<file path="src/sv/htc_pkg.sv">
package htc_pkg;

  // Fixed widths of the request and result fields.
  localparam int SAMPLE_W = 16;
  localparam int INDEX_W  = 16;
  localparam int PRE_W    = 6;
  localparam int CAP_W    = 13;
  localparam int MODE_W   = 2;
  localparam int OC_W     = 2;
  localparam int CFG_IDX_W = 3;

  // History ring, capture limit and command queue sizes.
  localparam int PRE_DEPTH   = 32;
  localparam int MAX_CAPTURE = 4096;
  localparam int RING_W      = $clog2(PRE_DEPTH);
  localparam int SUM_W       = RING_W + 2;
  localparam int TAKE_W      = $clog2(PRE_DEPTH + 2);
  localparam int QUEUE_DEPTH = 4;
  localparam int QPTR_W      = $clog2(QUEUE_DEPTH);
  localparam int QCNT_W      = $clog2(QUEUE_DEPTH + 1);

  localparam logic [SAMPLE_W-1:0] SAMPLE_MAX = '1;
  localparam logic [INDEX_W-1:0]  INDEX_MAX  = '1;

  // Configuration register indexes.
  localparam logic [CFG_IDX_W-1:0] REG_LEVEL   = 3'd0;
  localparam logic [CFG_IDX_W-1:0] REG_HYST    = 3'd1;
  localparam logic [CFG_IDX_W-1:0] REG_MODE    = 3'd2;
  localparam logic [CFG_IDX_W-1:0] REG_OFFSET  = 3'd3;
  localparam logic [CFG_IDX_W-1:0] REG_PRETRIG = 3'd4;
  localparam logic [CFG_IDX_W-1:0] REG_CAPTURE = 3'd5;

  // Edge mode codes.
  localparam logic [MODE_W-1:0] EDGE_RISE   = 2'd0;
  localparam logic [MODE_W-1:0] EDGE_FALL   = 2'd1;
  localparam logic [MODE_W-1:0] EDGE_EITHER = 2'd2;

  // Outcome codes.
  localparam logic [OC_W-1:0] OUT_OK      = 2'd0;
  localparam logic [OC_W-1:0] OUT_NOTRIG  = 2'd1;
  localparam logic [OC_W-1:0] OUT_INVALID = 2'd2;
  localparam logic [OC_W-1:0] OUT_INSUF   = 2'd3;

  typedef struct packed {
    logic [SAMPLE_W-1:0] trigger_level;
    logic [SAMPLE_W-1:0] hysteresis_width;
    logic [MODE_W-1:0]   edge_mode;
    logic [INDEX_W-1:0]  search_offset;
    logic [PRE_W-1:0]    pretrigger_length;
    logic [CAP_W-1:0]    capture_length;
  } cfg_t;

  // What the back end does with one queued request.
  typedef enum logic [1:0] {
    CMD_WRITE = 2'd0,
    CMD_EMIT  = 2'd1,
    CMD_BURST = 2'd2
  } cmd_kind_t;

  typedef struct packed {
    cmd_kind_t           kind;
    logic [SAMPLE_W-1:0] sample;
    logic                emit_sample;
    logic [INDEX_W-1:0]  pos;
    logic [OC_W-1:0]     outcome;
    logic                end_flag;
    logic [PRE_W-1:0]    pre;
    logic [TAKE_W-1:0]   take;
  } cmd_t;

endpackage

</file>
<file path="src/sv/htc_front.sv">
module htc_front import htc_pkg::*; (
  input  logic                clk,
  input  logic                rst,
  input  cfg_t                cfg,
  input  logic                in_valid,
  output logic                in_stall,
  input  logic [SAMPLE_W-1:0] sample_value,
  input  logic                record_first,
  input  logic                record_last,
  output logic                push,
  output cmd_t                push_cmd,
  input  logic                queue_full
);

  typedef enum logic [3:0] {
    PH_WAIT    = 4'b0001,
    PH_SEARCH  = 4'b0010,
    PH_CAPTURE = 4'b0100,
    PH_DONE    = 4'b1000
  } phase_t;

  phase_t             phase, phase_next;
  logic [INDEX_W-1:0] record_index, record_index_next;
  logic               rise_armed, rise_armed_next;
  logic               fall_armed, fall_armed_next;
  logic [CAP_W-1:0]   samples_remaining, samples_remaining_next;
  logic [INDEX_W-1:0] found_position, found_position_next;

  logic               accept;
  phase_t             ph;
  logic [INDEX_W-1:0] idx;
  logic               ra, fa;
  logic [CAP_W-1:0]   rem, rem_dec;
  logic [INDEX_W-1:0] fpos;
  logic [SAMPLE_W-1:0] band_lo, band_hi;
  logic [SAMPLE_W:0]  hi_sum;
  logic               at_lo, at_hi;
  logic               rise_hit, fall_hit, trig;
  logic [CAP_W-1:0]   len;
  logic [CAP_W-1:0]   pre_plus;
  logic [CAP_W-1:0]   take;

  assign in_stall = queue_full;
  assign accept   = in_valid & ~queue_full;

  // A record start restarts the search state for this sample.
  assign ph   = record_first ? PH_WAIT : phase;
  assign idx  = record_first ? '0 : record_index;
  assign ra   = record_first ? 1'b0 : rise_armed;
  assign fa   = record_first ? 1'b0 : fall_armed;
  assign rem  = record_first ? '0 : samples_remaining;
  assign fpos = record_first ? '0 : found_position;

  // Hysteresis band, clamped at both ends of the sample range.
  assign band_lo = (cfg.trigger_level > cfg.hysteresis_width) ?
                   cfg.trigger_level - cfg.hysteresis_width : '0;
  assign hi_sum  = {1'b0, cfg.trigger_level} + {1'b0, cfg.hysteresis_width};
  assign band_hi = hi_sum[SAMPLE_W] ? SAMPLE_MAX : hi_sum[SAMPLE_W-1:0];
  assign at_lo   = sample_value <= band_lo;
  assign at_hi   = sample_value >= band_hi;

  // Trigger test uses the arming held before this sample.
  assign rise_hit = ra & at_hi;
  assign fall_hit = fa & at_lo;

  always_comb begin
    case (cfg.edge_mode)
      EDGE_RISE:   trig = rise_hit;
      EDGE_FALL:   trig = fall_hit;
      EDGE_EITHER: trig = rise_hit | fall_hit;
      default:     trig = 1'b0;
    endcase
  end

  // Window length and the part of it emitted at the trigger.
  assign len      = (cfg.capture_length > CAP_W'(MAX_CAPTURE)) ?
                    CAP_W'(MAX_CAPTURE) : cfg.capture_length;
  assign pre_plus = CAP_W'(cfg.pretrigger_length) + CAP_W'(1);
  assign take     = (len < pre_plus) ? len : pre_plus;
  assign rem_dec  = (rem != '0) ? rem - CAP_W'(1) : rem;

  // Phase sequencing and request classification.
  always_comb begin
    phase_next             = ph;
    record_index_next      = idx;
    rise_armed_next        = ra;
    fall_armed_next        = fa;
    samples_remaining_next = rem;
    found_position_next    = fpos;
    push                   = 1'b0;
    push_cmd.kind          = CMD_WRITE;
    push_cmd.sample        = sample_value;
    push_cmd.emit_sample   = 1'b0;
    push_cmd.pos           = '0;
    push_cmd.outcome       = OUT_OK;
    push_cmd.end_flag      = 1'b0;
    push_cmd.pre           = cfg.pretrigger_length;
    push_cmd.take          = take[TAKE_W-1:0];

    if (ph != PH_DONE) begin
      push              = accept;
      record_index_next = (idx == INDEX_MAX) ? idx : idx + INDEX_W'(1);
    end

    unique case (ph)
      PH_WAIT: begin
        if (idx == cfg.search_offset) begin
          rise_armed_next = at_lo;
          fall_armed_next = at_hi;
          phase_next      = PH_SEARCH;
        end
        if (record_last) begin
          push_cmd.kind     = CMD_EMIT;
          push_cmd.outcome  = OUT_INVALID;
          push_cmd.end_flag = 1'b1;
          phase_next        = PH_DONE;
        end
      end
      PH_SEARCH: begin
        rise_armed_next = ra | at_lo;
        fall_armed_next = fa | at_hi;
        if (trig) begin
          found_position_next = idx;
          if ((len == '0) || (cfg.pretrigger_length > PRE_W'(PRE_DEPTH)) ||
              (INDEX_W'(cfg.pretrigger_length) > idx)) begin
            push_cmd.kind     = CMD_EMIT;
            push_cmd.pos      = idx;
            push_cmd.outcome  = OUT_INVALID;
            push_cmd.end_flag = 1'b1;
            phase_next        = PH_DONE;
          end else begin
            push_cmd.kind = CMD_BURST;
            push_cmd.pos  = idx;
            if (take == len) begin
              push_cmd.end_flag = 1'b1;
              phase_next        = PH_DONE;
            end else begin
              samples_remaining_next = len - take;
              if (record_last) begin
                push_cmd.outcome  = OUT_INSUF;
                push_cmd.end_flag = 1'b1;
                phase_next        = PH_DONE;
              end else begin
                phase_next = PH_CAPTURE;
              end
            end
          end
        end else if (record_last) begin
          push_cmd.kind     = CMD_EMIT;
          push_cmd.outcome  = OUT_NOTRIG;
          push_cmd.end_flag = 1'b1;
          phase_next        = PH_DONE;
        end
      end
      PH_CAPTURE: begin
        samples_remaining_next = rem_dec;
        push_cmd.kind          = CMD_EMIT;
        push_cmd.emit_sample   = 1'b1;
        push_cmd.pos           = fpos;
        if (rem_dec == '0) begin
          push_cmd.end_flag = 1'b1;
          phase_next        = PH_DONE;
        end else if (record_last) begin
          push_cmd.outcome  = OUT_INSUF;
          push_cmd.end_flag = 1'b1;
          phase_next        = PH_DONE;
        end
      end
      PH_DONE: begin
        phase_next = PH_DONE;
      end
      default: begin
        phase_next = PH_DONE;
      end
    endcase
  end

  // State update on each accepted request.
  always_ff @(posedge clk) begin
    if (rst) begin
      phase             <= PH_WAIT;
      record_index      <= '0;
      rise_armed        <= 1'b0;
      fall_armed        <= 1'b0;
      samples_remaining <= '0;
      found_position    <= '0;
    end else if (accept) begin
      phase             <= phase_next;
      record_index      <= record_index_next;
      rise_armed        <= rise_armed_next;
      fall_armed        <= fall_armed_next;
      samples_remaining <= samples_remaining_next;
      found_position    <= found_position_next;
    end
  end

endmodule

</file>
<file path="src/sv/htc_queue.sv">
module htc_queue import htc_pkg::*; (
  input  logic clk,
  input  logic rst,
  input  logic push,
  input  cmd_t push_cmd,
  output logic full,
  input  logic pop,
  output logic head_valid,
  output cmd_t head_cmd
);

  cmd_t              entries [QUEUE_DEPTH];
  logic [QPTR_W-1:0] wr_ptr;
  logic [QPTR_W-1:0] rd_ptr;
  logic [QCNT_W-1:0] count;
  logic              do_push;
  logic              do_pop;

  assign full       = count == QCNT_W'(QUEUE_DEPTH);
  assign head_valid = count != '0;
  assign head_cmd   = entries[rd_ptr];
  assign do_push    = push & ~full;
  assign do_pop     = pop & head_valid;

  // Entry storage.
  always_ff @(posedge clk) begin
    if (do_push) begin
      entries[wr_ptr] <= push_cmd;
    end
  end

  // Pointers and fill count.
  always_ff @(posedge clk) begin
    if (rst) begin
      wr_ptr <= '0;
      rd_ptr <= '0;
      count  <= '0;
    end else begin
      if (do_push) begin
        wr_ptr <= (wr_ptr == QPTR_W'(QUEUE_DEPTH - 1)) ? '0 : wr_ptr + QPTR_W'(1);
      end
      if (do_pop) begin
        rd_ptr <= (rd_ptr == QPTR_W'(QUEUE_DEPTH - 1)) ? '0 : rd_ptr + QPTR_W'(1);
      end
      if (do_push && !do_pop) begin
        count <= count + QCNT_W'(1);
      end else if (do_pop && !do_push) begin
        count <= count - QCNT_W'(1);
      end
    end
  end

endmodule

</file>
<file path="src/sv/htc_back.sv">
module htc_back import htc_pkg::*; (
  input  logic                clk,
  input  logic                rst,
  input  logic                head_valid,
  input  cmd_t                head_cmd,
  output logic                pop,
  output logic                out_valid,
  input  logic                out_stall,
  output logic [SAMPLE_W-1:0] captured_sample,
  output logic [INDEX_W-1:0]  trigger_position,
  output logic [OC_W-1:0]     outcome,
  output logic                end_of_run
);

  typedef enum logic [1:0] {
    BK_IDLE  = 2'b01,
    BK_BURST = 2'b10
  } bk_state_t;

  bk_state_t           state, state_next;
  logic [TAKE_W-1:0]   elem, elem_next;
  logic [SAMPLE_W-1:0] ring [PRE_DEPTH];
  logic [RING_W-1:0]   ring_pointer;
  logic [SAMPLE_W-1:0] rd_data;

  logic                out_load;
  logic                out_set;
  logic [SAMPLE_W-1:0] res_sample;
  logic [INDEX_W-1:0]  res_pos;
  logic [OC_W-1:0]     res_outcome;
  logic                res_end;
  logic                wr_en;
  logic                rd_en;
  logic [TAKE_W-1:0]   rd_elem;
  logic [TAKE_W-1:0]   elem_inc;
  logic [SUM_W-1:0]    addr_sum;
  logic [RING_W-1:0]   rd_addr;
  logic                elem_last;
  logic                elem_hist;

  assign out_load  = ~out_valid | ~out_stall;
  assign elem_inc  = elem + TAKE_W'(1);
  assign elem_last = elem_inc == head_cmd.take;
  assign elem_hist = TAKE_W'(head_cmd.pre) > elem;
  assign rd_elem   = (state == BK_IDLE) ? '0 : elem_inc;

  // Ring slot of a window element: pointer minus pretrigger plus element.
  assign addr_sum = SUM_W'(ring_pointer) + SUM_W'(PRE_DEPTH) - SUM_W'(head_cmd.pre) +
                    SUM_W'(rd_elem);
  assign rd_addr  = (addr_sum >= SUM_W'(PRE_DEPTH)) ?
                    RING_W'(addr_sum - SUM_W'(PRE_DEPTH)) : RING_W'(addr_sum);

  // Request execution and result formation.
  always_comb begin
    state_next  = state;
    elem_next   = elem;
    pop         = 1'b0;
    wr_en       = 1'b0;
    rd_en       = 1'b0;
    out_set     = 1'b0;
    res_sample  = '0;
    res_pos     = head_cmd.pos;
    res_outcome = head_cmd.outcome;
    res_end     = head_cmd.end_flag;

    unique case (state)
      BK_IDLE: begin
        if (head_valid) begin
          unique case (head_cmd.kind)
            CMD_WRITE: begin
              wr_en = 1'b1;
              pop   = 1'b1;
            end
            CMD_EMIT: begin
              if (out_load) begin
                out_set    = 1'b1;
                res_sample = head_cmd.emit_sample ? head_cmd.sample : '0;
                wr_en      = 1'b1;
                pop        = 1'b1;
              end
            end
            CMD_BURST: begin
              elem_next  = '0;
              state_next = BK_BURST;
              rd_en      = head_cmd.pre != '0;
            end
            default: begin
              pop = 1'b1;
            end
          endcase
        end
      end
      BK_BURST: begin
        if (out_load) begin
          out_set     = 1'b1;
          res_sample  = elem_hist ? rd_data : head_cmd.sample;
          res_outcome = elem_last ? head_cmd.outcome : OUT_OK;
          res_end     = elem_last & head_cmd.end_flag;
          if (elem_last) begin
            wr_en      = 1'b1;
            pop        = 1'b1;
            state_next = BK_IDLE;
          end else begin
            elem_next = elem_inc;
            rd_en     = TAKE_W'(head_cmd.pre) > elem_inc;
          end
        end
      end
      default: begin
        state_next = BK_IDLE;
      end
    endcase
  end

  // History ring: one write or one registered read per cycle.
  always_ff @(posedge clk) begin
    if (wr_en) begin
      ring[ring_pointer] <= head_cmd.sample;
    end
    if (rd_en) begin
      rd_data <= ring[rd_addr];
    end
  end

  // Result payload register.
  always_ff @(posedge clk) begin
    if (out_set) begin
      captured_sample  <= res_sample;
      trigger_position <= res_pos;
      outcome          <= res_outcome;
      end_of_run       <= res_end;
    end
  end

  // Control state.
  always_ff @(posedge clk) begin
    if (rst) begin
      state        <= BK_IDLE;
      elem         <= '0;
      ring_pointer <= '0;
      out_valid    <= 1'b0;
    end else begin
      state <= state_next;
      elem  <= elem_next;
      if (wr_en) begin
        ring_pointer <= (ring_pointer == RING_W'(PRE_DEPTH - 1)) ?
                        '0 : ring_pointer + RING_W'(1);
      end
      if (out_set) begin
        out_valid <= 1'b1;
      end else if (!out_stall) begin
        out_valid <= 1'b0;
      end
    end
  end

endmodule

</file>
<file path="src/sv/hysteresis_trigger_capture.sv">
// Hysteresis edge trigger with pretrigger capture. Samples of a record
// stream in one per cycle; each accepted sample is classified at once and,
// until its run has ended, leaves a request in a four-entry queue, so the
// input is stalled only when that queue is full. At a trigger with
// pretrigger length p the window start, min(capture_length, p + 1) results,
// is sent from the history ring and then the trigger sample at one result
// per cycle while the output is not stalled, through the ring's single read
// port, once the first history entry is fetched; later window samples
// follow one per input sample. Results leave through an output register, so
// requests that only write the history ring keep draining while a result
// waits on a stall. The ring needs no clearing after reset: only entries
// written in the current record are ever read.
module hysteresis_trigger_capture import htc_pkg::*; (
  input  logic                 clk,
  input  logic                 rst,
  input  logic                 cfg_valid,
  output logic                 cfg_ready,
  input  logic [CFG_IDX_W-1:0] cfg_index,
  input  logic [SAMPLE_W-1:0]  cfg_data,
  input  logic                 in_valid,
  output logic                 in_stall,
  input  logic [SAMPLE_W-1:0]  sample_value,
  input  logic                 record_first,
  input  logic                 record_last,
  output logic                 out_valid,
  input  logic                 out_stall,
  output logic [SAMPLE_W-1:0]  captured_sample,
  output logic [INDEX_W-1:0]   trigger_position,
  output logic [OC_W-1:0]      outcome,
  output logic                 end_of_run
);

  cfg_t cfg;
  logic push;
  cmd_t push_cmd;
  logic queue_full;
  logic pop;
  logic head_valid;
  cmd_t head_cmd;

  assign cfg_ready = 1'b1;

  // Configuration registers.
  always_ff @(posedge clk) begin
    if (rst) begin
      cfg.trigger_level     <= 16'd32768;
      cfg.hysteresis_width  <= '0;
      cfg.edge_mode         <= EDGE_RISE;
      cfg.search_offset     <= '0;
      cfg.pretrigger_length <= '0;
      cfg.capture_length    <= 13'd256;
    end else if (cfg_valid && cfg_ready) begin
      case (cfg_index)
        REG_LEVEL:   cfg.trigger_level     <= cfg_data;
        REG_HYST:    cfg.hysteresis_width  <= cfg_data;
        REG_MODE:    cfg.edge_mode         <= cfg_data[MODE_W-1:0];
        REG_OFFSET:  cfg.search_offset     <= cfg_data[INDEX_W-1:0];
        REG_PRETRIG: cfg.pretrigger_length <= cfg_data[PRE_W-1:0];
        REG_CAPTURE: cfg.capture_length    <= cfg_data[CAP_W-1:0];
        default: begin
        end
      endcase
    end
  end

  // Front end: trigger search and request classification.
  htc_front u_front (
    .clk          (clk),
    .rst          (rst),
    .cfg          (cfg),
    .in_valid     (in_valid),
    .in_stall     (in_stall),
    .sample_value (sample_value),
    .record_first (record_first),
    .record_last  (record_last),
    .push         (push),
    .push_cmd     (push_cmd),
    .queue_full   (queue_full)
  );

  // Request queue between the two halves.
  htc_queue u_queue (
    .clk        (clk),
    .rst        (rst),
    .push       (push),
    .push_cmd   (push_cmd),
    .full       (queue_full),
    .pop        (pop),
    .head_valid (head_valid),
    .head_cmd   (head_cmd)
  );

  // Back end: history ring and result output.
  htc_back u_back (
    .clk              (clk),
    .rst              (rst),
    .head_valid       (head_valid),
    .head_cmd         (head_cmd),
    .pop              (pop),
    .out_valid        (out_valid),
    .out_stall        (out_stall),
    .captured_sample  (captured_sample),
    .trigger_position (trigger_position),
    .outcome          (outcome),
    .end_of_run       (end_of_run)
  );

endmodule

</file>
<file path="config.mk">
export PLATFORM = sky130hd
export DESIGN_NAME = hysteresis_trigger_capture
export DESIGN_NICKNAME = d
export VERILOG_FILES = /design/src/sv/htc_pkg.sv /design/src/sv/htc_front.sv /design/src/sv/htc_queue.sv /design/src/sv/htc_back.sv /design/src/sv/hysteresis_trigger_capture.sv
export SDC_FILE = /design/constraint.sdc
export NUM_CORES = 1
export LEC_CHECK = 0
export BUFFER_PORTS_ARGS = -buffer_cell sky130_fd_sc_hd__clkbuf_2
export CAP_MARGIN = 20
export CELL_PAD_IN_SITES_DETAIL_PLACEMENT = 0
export CELL_PAD_IN_SITES_GLOBAL_PLACEMENT = 1
export CORE_UTILIZATION = 25
export DETAILED_ROUTE_END_ITERATION = 10
export GPL_TIMING_DRIVEN = 0
export PLACE_DENSITY = 0.48
export SYNTH_ARGS = -nofsm -noshare
export SYNTH_HDL_FRONTEND = slang
export SYNTH_SLANG_ARGS = --single-unit
</file>
<file path="constraint.sdc">
create_clock -name clk -period 6.4 [get_ports clk]
set_input_delay 0.32 -clock clk [delete_from_list [all_inputs] [get_ports clk]]
set_output_delay 0.32 -clock clk [all_outputs]
set_load 0.005 [all_outputs]
</file>
# ---- Word-level counts from Yosys, hierarchy flattened
# Memory sizes are Yosys's and may differ from the RTL's. A register that Yosys moved wholly into a read port is not among the register bits.
# Cells that the tools add are included.
# Widths: inputs -> output; s select.
dict set report op_classes {
  n_addsub 16
  n_lt_le_gt_ge 10
  eq_ne 29
  mux 105
  bitwise_logic 13
  n_reduce_logical 24
}
# op n
set ops {}
lappend ops {{$mux 16} 15}
lappend ops {{$mux 13} 7}
lappend ops {{$pmux 16 s2} 2}
lappend ops {{$mux 4} 9}
lappend ops {{$mux 2} 16}
lappend ops {{$mux 6} 5}
lappend ops {{$mux 1} 28}
lappend ops {{$logic_not 13->1} 2}
lappend ops {{$pmux 13 s2} 1}
lappend ops {{$mux 3} 6}
lappend ops {{$add 16x16->17} 1}
lappend ops {{$add 16x1->16 const B} 1}
lappend ops {{$eq 16x16->1} 1}
lappend ops {{$eq 16x16->1 const B} 1}
lappend ops {{$ge 16x16->1} 1}
lappend ops {{$gt 16x16->1} 1}
lappend ops {{$gt 6x16->1} 1}
lappend ops {{$le 16x16->1} 1}
lappend ops {{$pmux 1 s2} 8}
lappend ops {{$sub 16x16->16} 1}
lappend ops {{$eq 13x13->1} 1}
lappend ops {{$gt 13x13->1 const B} 1}
lappend ops {{$lt 13x13->1} 1}
lappend ops {{$reduce_bool 13->1} 1}
lappend ops {{other kinds (49)} 85}
dict set report word_totals {
  regBits 176
  ram_bits 712
  input_bits 42
  out_inout_bits 38
  memories 2
}
# name words width read_ports rd_clocked_by_memory_dff write_ports line_no
set memory_table {}
lappend memory_table {u_back.ring 32 16 1 1 1 htc_back.sv:22} ;# logic [SAMPLE_W-1:0] ring [PRE_DEPTH];
lappend memory_table {u_queue.entries 4 50 1 1 1 htc_queue.sv:12} ;# cmd_t entries [QUEUE_DEPTH];

# ---- Logic depth before layout (Yosys ltp)
# Gate-level depths: netlist of run 1.
dict set report logic_depth {
  word_depth 10
  ltp_mapped 21
}

# ---- Hierarchy
# Synthesis of run 1 repeated with hierarchy kept, for this count alone.
dict set report unflattened {
  hier_cells 2601
  hier_area_um2 40762.8
}
# mod n_inst cells_each area_each_um2 seq_area_each_um2
set by_module_without_submodules {}
lappend by_module_without_submodules {htc_back 1 1045 22993.3 17186.5}
lappend by_module_without_submodules {htc_queue 1 312 7699.9 6185.9}
lappend by_module_without_submodules {htc_front 1 990 7249.5 1021.0}
lappend by_module_without_submodules {hysteresis_trigger_capture 1 254 2820.2 1381.3}

# ---- Worst setup path after synthesis of run 1
# OpenSTA, ideal clock, no wires.
dict set report synth_path {
  kind {register -> register}
  start {register, netlist name cfg[39]}
  end {memory u_queue.entries[0][48] in the netlist's numbering, data pin}
  setup_time_ns 0.269
  t_arrival_ns 4.544
  required_ns 6.131
  slack_ns 1.586
  stages_incl_launch_ff 21
  path_buffers 3
  period_less_slack_ns 4.814
  cell_sequence {dfxtp_1 inv_1 ha_1 clkbuf_1 a21o_1 nand4_1 a31o_2 o2111ai_1 a21oi_1 nor2_1 clkbuf_1 nand2_1 ha_1 nand4_1 or4_1 a21oi_1 nor4_2 o31ai_2 buf_2 nor2_1 a211o_1}
}
# element line_no
set synth_rtl {}
lappend synth_rtl {{end: declaration} htc_queue.sv:12}

==> flow_metrics.tcl, run 1 <==
set metrics [dict create \
    status "complete, no violations" \
    grt_overflow 0 \
    hold_depth 2 \
    multi_input_area_um2 13900 \
    vias_per_cell 4.57 \
    finalPower_mw 20.7 \
    synth_nets 2881 \
    postCtsSetupBuffers 0 \
    grt_use_total_pct 14.3 \
    p_per_area_nw_per_um2 433 \
    antenna_found_initial 6 \
    cp_data_arrival_time_ps 6430 \
    cts_buffers 99 \
    routed_wirelength_um 117000 \
    cts-htree-levels 3 \
    ys_seq_area_share_pct 63.8 \
    hold_path.startpoint "record_last" \
    reg2reg_depth 18 \
    setup_violations 0 \
    seq_area_um2 25800 \
    setup_slack_ps 368 \
    dpl.hpwl_um 82800 \
    worstSetupStartpointType "flip-flop" \
    relSlewSlack_pct 6.51 \
    port-buffer-count 75 \
    post-place-ws_ps -367 \
    mostFrequentLayoutCells "763 x edfxtp_1, 241 x nand2_1, 200 x mux4_2" \
    path_clk_slew_ps 60 \
    tritoncts "done" \
    drv_slew 0 \
    max_freq_mhz 166 \
    synth-edff-count 763 \
    cts_buffer_depth 3 \
    worstMarginPinSlew_ps 1400 \
    worstReg2RegEnd "u_queue.entries[2][48]$_DFFE_PP_" \
    rows 147 \
    dr.first_iter.drc_count 1493 \
    r2r_start "cfg[38]$_SDFFE_PP0P_" \
    core_um2 160000 \
    insertion_delay_ps 730 \
    ir_drop_uv 277 \
    syn_inst 2713 \
    dr_total_vias 23800 \
    avgSynthCellArea_um2 14.9 \
    grt_max_degree 51 \
    drc 0 \
    grt_pass1_vias 24300 \
    cp_slowest_stage_delay_ps 680 \
    yosysWarnings 0 \
    p_leak_nw 15.5 \
    wl_per_cell_um 22.4 \
    diodes 0 \
    hold_viol 0 \
    nets 3139 \
    initial_core_util_pct 25.2 \
    rsz0062_at_grt "false" \
    path_class "reg -> reg" \
    synth-async-reset-ratio_pct 0 \
    finClkSkew_ps 63.9 \
    ant_nets 0 \
    globalplace.congestion 0.801 \
    synth_ff_type "edfxtp_1" \
    syn2layout_area_growth_pct 18.3 \
    dieArea_um2 163000 \
    drive_gt1_share_pct 19.0 \
    hold_class "in -> reg" \
    final_common_cell "edfxtp_1" \
    finalCritPeriodShare_pct 94.3 \
    critPathMaxFanout 10 \
    maxCapViolCount 0 \
    ios 80 \
    grt_pass1_wl_um 171000 \
    fin_crit_ps 6030 \
    crit_path_end_kind "flip-flop" \
    fill_cells 16200 \
    crit_path_top_delay_cell "or4_1" \
    syn_area_um2 40400 \
    fp.dieH_um 404 \
    required_ps 6800 \
    cts.sinks 906 \
    ys_ff_latch 906 \
    startpoint "cfg[38]$_SDFFE_PP0P_" \
    ys_types 83 \
    ff2ff_setup_slack_ps 370 \
    drtPass1Iterations 7 \
    final_util_pct 29.8 \
    whs_endpoint "u_queue.entries[3][14]$_DFFE_PP_" \
    root_buffer "clkbuf_16" \
    cp_common_cell "ha_1" \
    worstPathCellList "inv_1 -> ha_1 -> nor2b_1 -> o31ai_1 -> a211oi_1 -> o31ai_2 -> a31oi_1 -> xor2_1 -> nand2_1 -> ha_1 -> nand4_1 -> or4_1 -> a21oi_1 -> nor4_4 -> o31ai_4 -> buf_2 -> nor2_1 -> a211o_1" \
    die_x_um 404 \
]
==> how the worst max path moves through the flow <==
stage,slack (ps),end,cells past startpoint
2_1_floorplan,1590,u_queue.entries[0][48]$_DFFE_PP_,20
3_3_place_gp,-460,u_queue.entries[1][19]$_DFFE_PP_,19
3_5_place_dp,-370,u_queue.entries[1][19]$_DFFE_PP_,19
4_1_cts,10,u_queue.entries[0][48]$_DFFE_PP_,20
5_1_grt,0.9,u_queue.entries[2][48]$_DFFE_PP_,20
6_report,370,u_queue.entries[2][48]$_DFFE_PP_,18
==> cells in the mapped netlist, types with 8 or more instances <==
| library cell | count | area share, % |
|---|---|---|
| nor2_1 | 160 | 1.5 |
| mux4_1 | 10 | 0.65 |
| o31ai_1 | 11 | 0.20 |
| buf_2 | 12 | 0.15 |
| o22ai_1 | 10 | 0.15 |
| edfxtp_1 | 763 | 57 |
| nand2b_1 | 24 | 0.37 |
| ha_1 | 118 | 3.7 |
| and2_1 | 14 | 0.22 |
| inv_1 | 86 | 0.80 |
| o211ai_1 | 17 | 0.32 |
| a22o_1 | 11 | 0.24 |
| and3_1 | 19 | 0.29 |
| xnor2_1 | 46 | 1.0 |
| o21a_1 | 15 | 0.28 |
| nor2b_1 | 31 | 0.48 |
| xor2_1 | 22 | 0.48 |
| a21oi_1 | 145 | 1.8 |
| buf_1 | 18 | 0.17 |
| mux2i_1 | 29 | 0.72 |
| o2bb2ai_1 | 17 | 0.37 |
| nor4_1 | 13 | 0.20 |
| a21o_1 | 10 | 0.19 |
| nand3_1 | 37 | 0.46 |
| nor3_1 | 64 | 0.79 |
| nand2_1 | 241 | 2.2 |
| o32ai_1 | 10 | 0.22 |
| mux2_2 | 23 | 0.64 |
| or3_1 | 21 | 0.33 |
| nand4_1 | 23 | 0.36 |
| a31oi_1 | 27 | 0.42 |
| a211oi_1 | 12 | 0.22 |
| clkbuf_1 | 112 | 1.0 |
| nor4bb_1 | 9 | 0.22 |
| mux4_2 | 200 | 11 |
| o21ai_0 | 62 | 0.77 |
| or2_2 | 9 | 0.14 |
| dfxtp_1 | 143 | 7.1 |
| fa_1 | 8 | 0.40 |
==> power by group <==
group	leakage (nW)	switching, mW	internal (mW)
registers	8.13	0.118	7.20
clock network	1.53	2.45	3.15
logic	5.85	4.41	3.38
==> per-layer routing <==
metal  track usage (%)  share of wire (%)
met1              19.2                 46
met2              24.2                 49
met3              1.94                3.2
met4              3.12                1.7
met5                 0                  0
==> layout make-up <==
type                    count  share of cell area [%]
clock buffers             124                    5.47
inverters                  86                   0.676
multi-input cells        1576                    29.0
plain buffers             145                    1.23
repair buffers            157                    2.86
flip-flops and latches    906                    53.9
clock inverters            57                    1.14
well taps                2160                    5.66
==> per-stage QoR <==
stage	hold WS, ps	std cells	TNS, ps	instance area, µm²
3_5_place_dp	465	4995	-9140	44200
2_1_floorplan	419	2713	0	40400
5_1_grt	42.7	5211	0	47800
3_3_place_gp	464	4948	-14830	43500
4_1_cts	22.6	5208	0	47700
6_report	75.4	5211	0	47800
==> what timing repair did <==
item                                    4_1_cts  5_1_grt
hold buffers                                 32        0
hold endpoints to repair                    130        0
endpoints found under the setup margin       82       88
resized for setup                             7       10
gates cloned                                  0        0
==> registers in the layout, summed over array words and instances, names as in the netlist, named ones only <==
| name | cells |
|---|---|
| u_back.end_of_run | 1 |
| u_back.ring | 512 |
| u_queue.rd_ptr | 2 |
| u_front.phase | 4 |
| u_front.rise_armed | 1 |
| u_front.record_index | 16 |
| u_back.rd_data | 16 |
| u_back.elem | 6 |
| cfg | 69 |
| u_front.found_position | 16 |
| u_front.samples_remaining | 13 |
| u_back.trigger_position | 16 |
| u_back.state | 2 |
| u_back.outcome | 2 |
| u_back.ring_pointer | 5 |
| u_queue.entries | 200 |
| u_queue.wr_ptr | 2 |
| u_front.fall_armed | 1 |
| u_back.out_valid | 1 |
| u_back.captured_sample | 16 |
| u_queue.count | 3 |
==> cells by family after synthesis <==
group	share of synthesized area, %
flip-flops	63.8
AND/OR/NAND/NOR	8.30
AO/OA/AOI/OAI	6.74
multiplexers	13.2
buffers and inverters	2.24
adder cells (fa/ha/maj)	4.05
XOR/XNOR	1.64
other	0.00929
==> critical path, delay by kind of cell, from the launching register on <==
kind / cells / cell delay [ps]
compound gates: 7 / 2650
xor+xnor: 1 / 190
fa+ha+maj: 2 / 650
buf+inv: 2 / 470
flops: 1 / 460
simple gates: 6 / 1310
Power figures use the tool's default switching activity.
==> run 2, diff against run 1 <==
Settings changed: CAP_MARGIN 20 to default, PLACE_DENSITY 0.48 to 0.4, REMOVE_ABC_BUFFERS from default to 1.
==> run 2 against run 1 <==
Net effect: setup slack got worse by 33 ps; critical path depth decreased by 2; first-iteration DRC count decreased by 10%; combinational power decreased by 3.3%; non-clock buffer count decreased by 123; flip-flop and latch count unchanged; clock skew increased by 1.3 ps; register-to-register slack got worse by 30 ps; critical path type unchanged; power increased by 0.76%; via count decreased by 1.1%; highest routed layer is now met5; largest cell class unchanged; global-route usage decreased by 0.30 points; hold slack got worse by 4.8 ps.
==> flow_metrics.tcl, run 2 (synthesis gave the netlist of run 1 again) <==
set metrics [dict create \
    status "complete, no violations" \
    dr_total_vias 23500 \
    ios 80 \
    seq_power_share_pct 35.4 \
    worstReg2RegEnd "u_queue.entries[1][22]$_DFFE_PP_" \
    initial_core_util_pct 25.2 \
    worstSetupStartpointType "flip-flop" \
    fill_cells 16000 \
    cts.sinks 906 \
    worstMarginPinSlew_ps 1300 \
    r2r_start "cfg[38]$_SDFFE_PP0P_" \
    fin_crit_ps 6070 \
    antenna_found_initial 2 \
    routed_wirelength_um 114000 \
    ant_nets 0 \
    p_per_area_nw_per_um2 434 \
    ff2ff_setup_slack_ps 330 \
    syn2layout_area_growth_pct 19.2 \
    globalplace.congestion 0.778 \
    final_util_pct 30.0 \
    rows 147 \
    path_clk_slew_ps 60 \
    p_leak_nw 15.7 \
    grt_use_total_pct 14.0 \
    ir_drop_uv 476 \
    relSlewSlack_pct 13.3 \
    insertion_delay_ps 730 \
    cts-htree-levels 3 \
    multi_input_area_um2 13900 \
    dr.first_iter.drc_count 1343 \
    die_x_um 404 \
    core_um2 160000 \
    drv_slew 0 \
    grt_overflow 0 \
    reg_top3 "u_back.ring (512), u_queue.entries (200), cfg (69)" \
    finalCritPeriodShare_pct 94.8 \
    drive_gt1_share_pct 20.3 \
    combPwrFrac_pct 36.1 \
    crit_path_end_kind "flip-flop" \
    wl_per_cell_um 22.3 \
    rsz0062_at_grt "false" \
    finClkSkew_ps 65.2 \
    clkPwrFrac_pct 28.5 \
    final_common_cell "edfxtp_1" \
    dpl.hpwl_um 79900 \
    fp.dieH_um 404 \
    dieArea_um2 163000 \
    seq_area_um2 25800 \
    startpoint "cfg[38]$_SDFFE_PP0P_" \
    reg2reg_depth 16 \
    hold_class "in -> reg" \
    maxCapViolCount 0 \
    routed-wl-met2_um 58000 \
    p_int_mw 14.3 \
    cp-endpoint "u_queue.entries[1][22]$_DFFE_PP_" \
    tritoncts "done" \
    top_layer "met5" \
    grt_max_degree 81 \
    largest_reg_flops 512 \
    cp_data_arrival_time_ps 6450 \
    drtPass1Iterations 6 \
    hold_viol 0 \
    cts_buffer_depth 3 \
    p_sw_share_pct 31.6 \
    whs_ps 70.6 \
    mostFrequentLayoutCells "763 x edfxtp_1, 241 x nand2_1, 200 x mux4_2" \
    drc 0 \
    setup_violations 0 \
    required_ps 6780 \
    p_switching_mw 6.60 \
    cts_buffers 103 \
    met3_wirelength_um 3900 \
    nets 3021 \
    root_buffer "clkbuf_16" \
    top_register "u_back.ring" \
    critPathMaxFanout 11 \
    grt_pass1_vias 24700 \
    path_class "reg -> reg" \
    grt_pass1_wl_um 167000 \
    vias_per_cell 4.61 \
    port-buffer-count 78 \
    met1Wirelength_um 49000 \
    max_freq_mhz 165 \
]
run 2: cell types whose count changed in the layout (fill, tap and decap cells not counted), moves of 5 or more:
cell / previous run / this run
buf_1: 17 / 0
buf_16: 1 / 22
buf_2: 12 / 0
buf_8: 27 / 22
bufinv_16: 6 / 11
clkbuf_1: 131 / 22
clkinv_1: 14 / 21
run 2: critical path, stage by stage, from the launching register on:
cell and delay (ps):
dfxtp_1 430, inv_1 120, ha_1 340, nor2b_1 150
o31ai_1 470, a211oi_1 220, o31ai_1 620, a31oi_1 200
xor2_1 180, nand2_1 100, ha_1 360, nand4_1 170
or4_1 680, nor3_4 650, o31ai_4 160, buf_12 190
o21ai_0 720
run 2: routing by layer:
| layer | global-route usage, % | vias to the layer above |
|---|---|---|
| li1 | - | 10800 |
| met1 | 17.6 | 12100 |
| met4 | 4.01 | 2 |
| met3 | 2.12 | 154 |
| met5 | 0 | - |
| met2 | 24.5 | 425 |
run 2: timing repair:
item	in CTS	in global routing
pin swaps	1	1
resized for setup	7	2
setup endpoints to repair	78	61
setup buffers	0	2
hold endpoints to repair	111	0
hold buffers	32	0
cloned	1	0
run 2: layout make-up:
type	count	share of cell area [%]
flip-flops and latches	906	53.6
clock inverters	64	1.46
repair buffers	179	4.04
diodes	1	0.00520
clock buffers	130	5.66
multi-input cells	1577	29.0
inverters	86	0.671
well taps	2160	5.62
run 2: power groups by stage:
stage          logic (mW)  registers [mW]  clock network [mW]
6_report             7.53            7.39                5.95
5_1_grt              8.08            7.43                6.37
4_1_cts              7.79            7.41                6.16
3_5_place_dp         7.75            7.53                   0
3_3_place_gp         5.45            7.52                   0
2_1_floorplan        4.72            7.44                   0
run 2: through the flow:
step / setup TNS, ps / cells / setup WS (ps) / instance area [µm²] / power, mW
6_report: 0 / 5103 / 335 / 48100 / 20.9
5_1_grt: 0 / 5102 / 24.9 / 48100 / 21.9
4_1_cts: 0 / 5100 / 62.8 / 48100 / 21.4
3_5_place_dp: -20630 / 4873 / -539 / 44300 / 15.3
3_3_place_gp: -1117940 / 4806 / -7530 / 42900 / 13.0
2_1_floorplan: -51110 / 2568 / -3190 / 39800 / 12.2
run 2: how the worst min path moves through the flow:
stage,start,to,slack [ps],depth (start not counted)
global route,cfg_data[0],cfg[53]$_SDFFE_PP0P_,20,3
global placement,u_front.fall_armed$_SDFFE_PP0P_,u_front.fall_armed$_SDFFE_PP0P_,460,2
finish,cfg_data[0],cfg[19]$_SDFFE_PP0P_,70,3
CTS,cfg_data[0],cfg[19]$_SDFFE_PP0P_,9,3
detailed placement,cfg[24]$_SDFFE_PP0P_,cfg[24]$_SDFFE_PP0P_,470,2
floorplan,rst,cfg[0]$_SDFFE_PP0P_,390,1
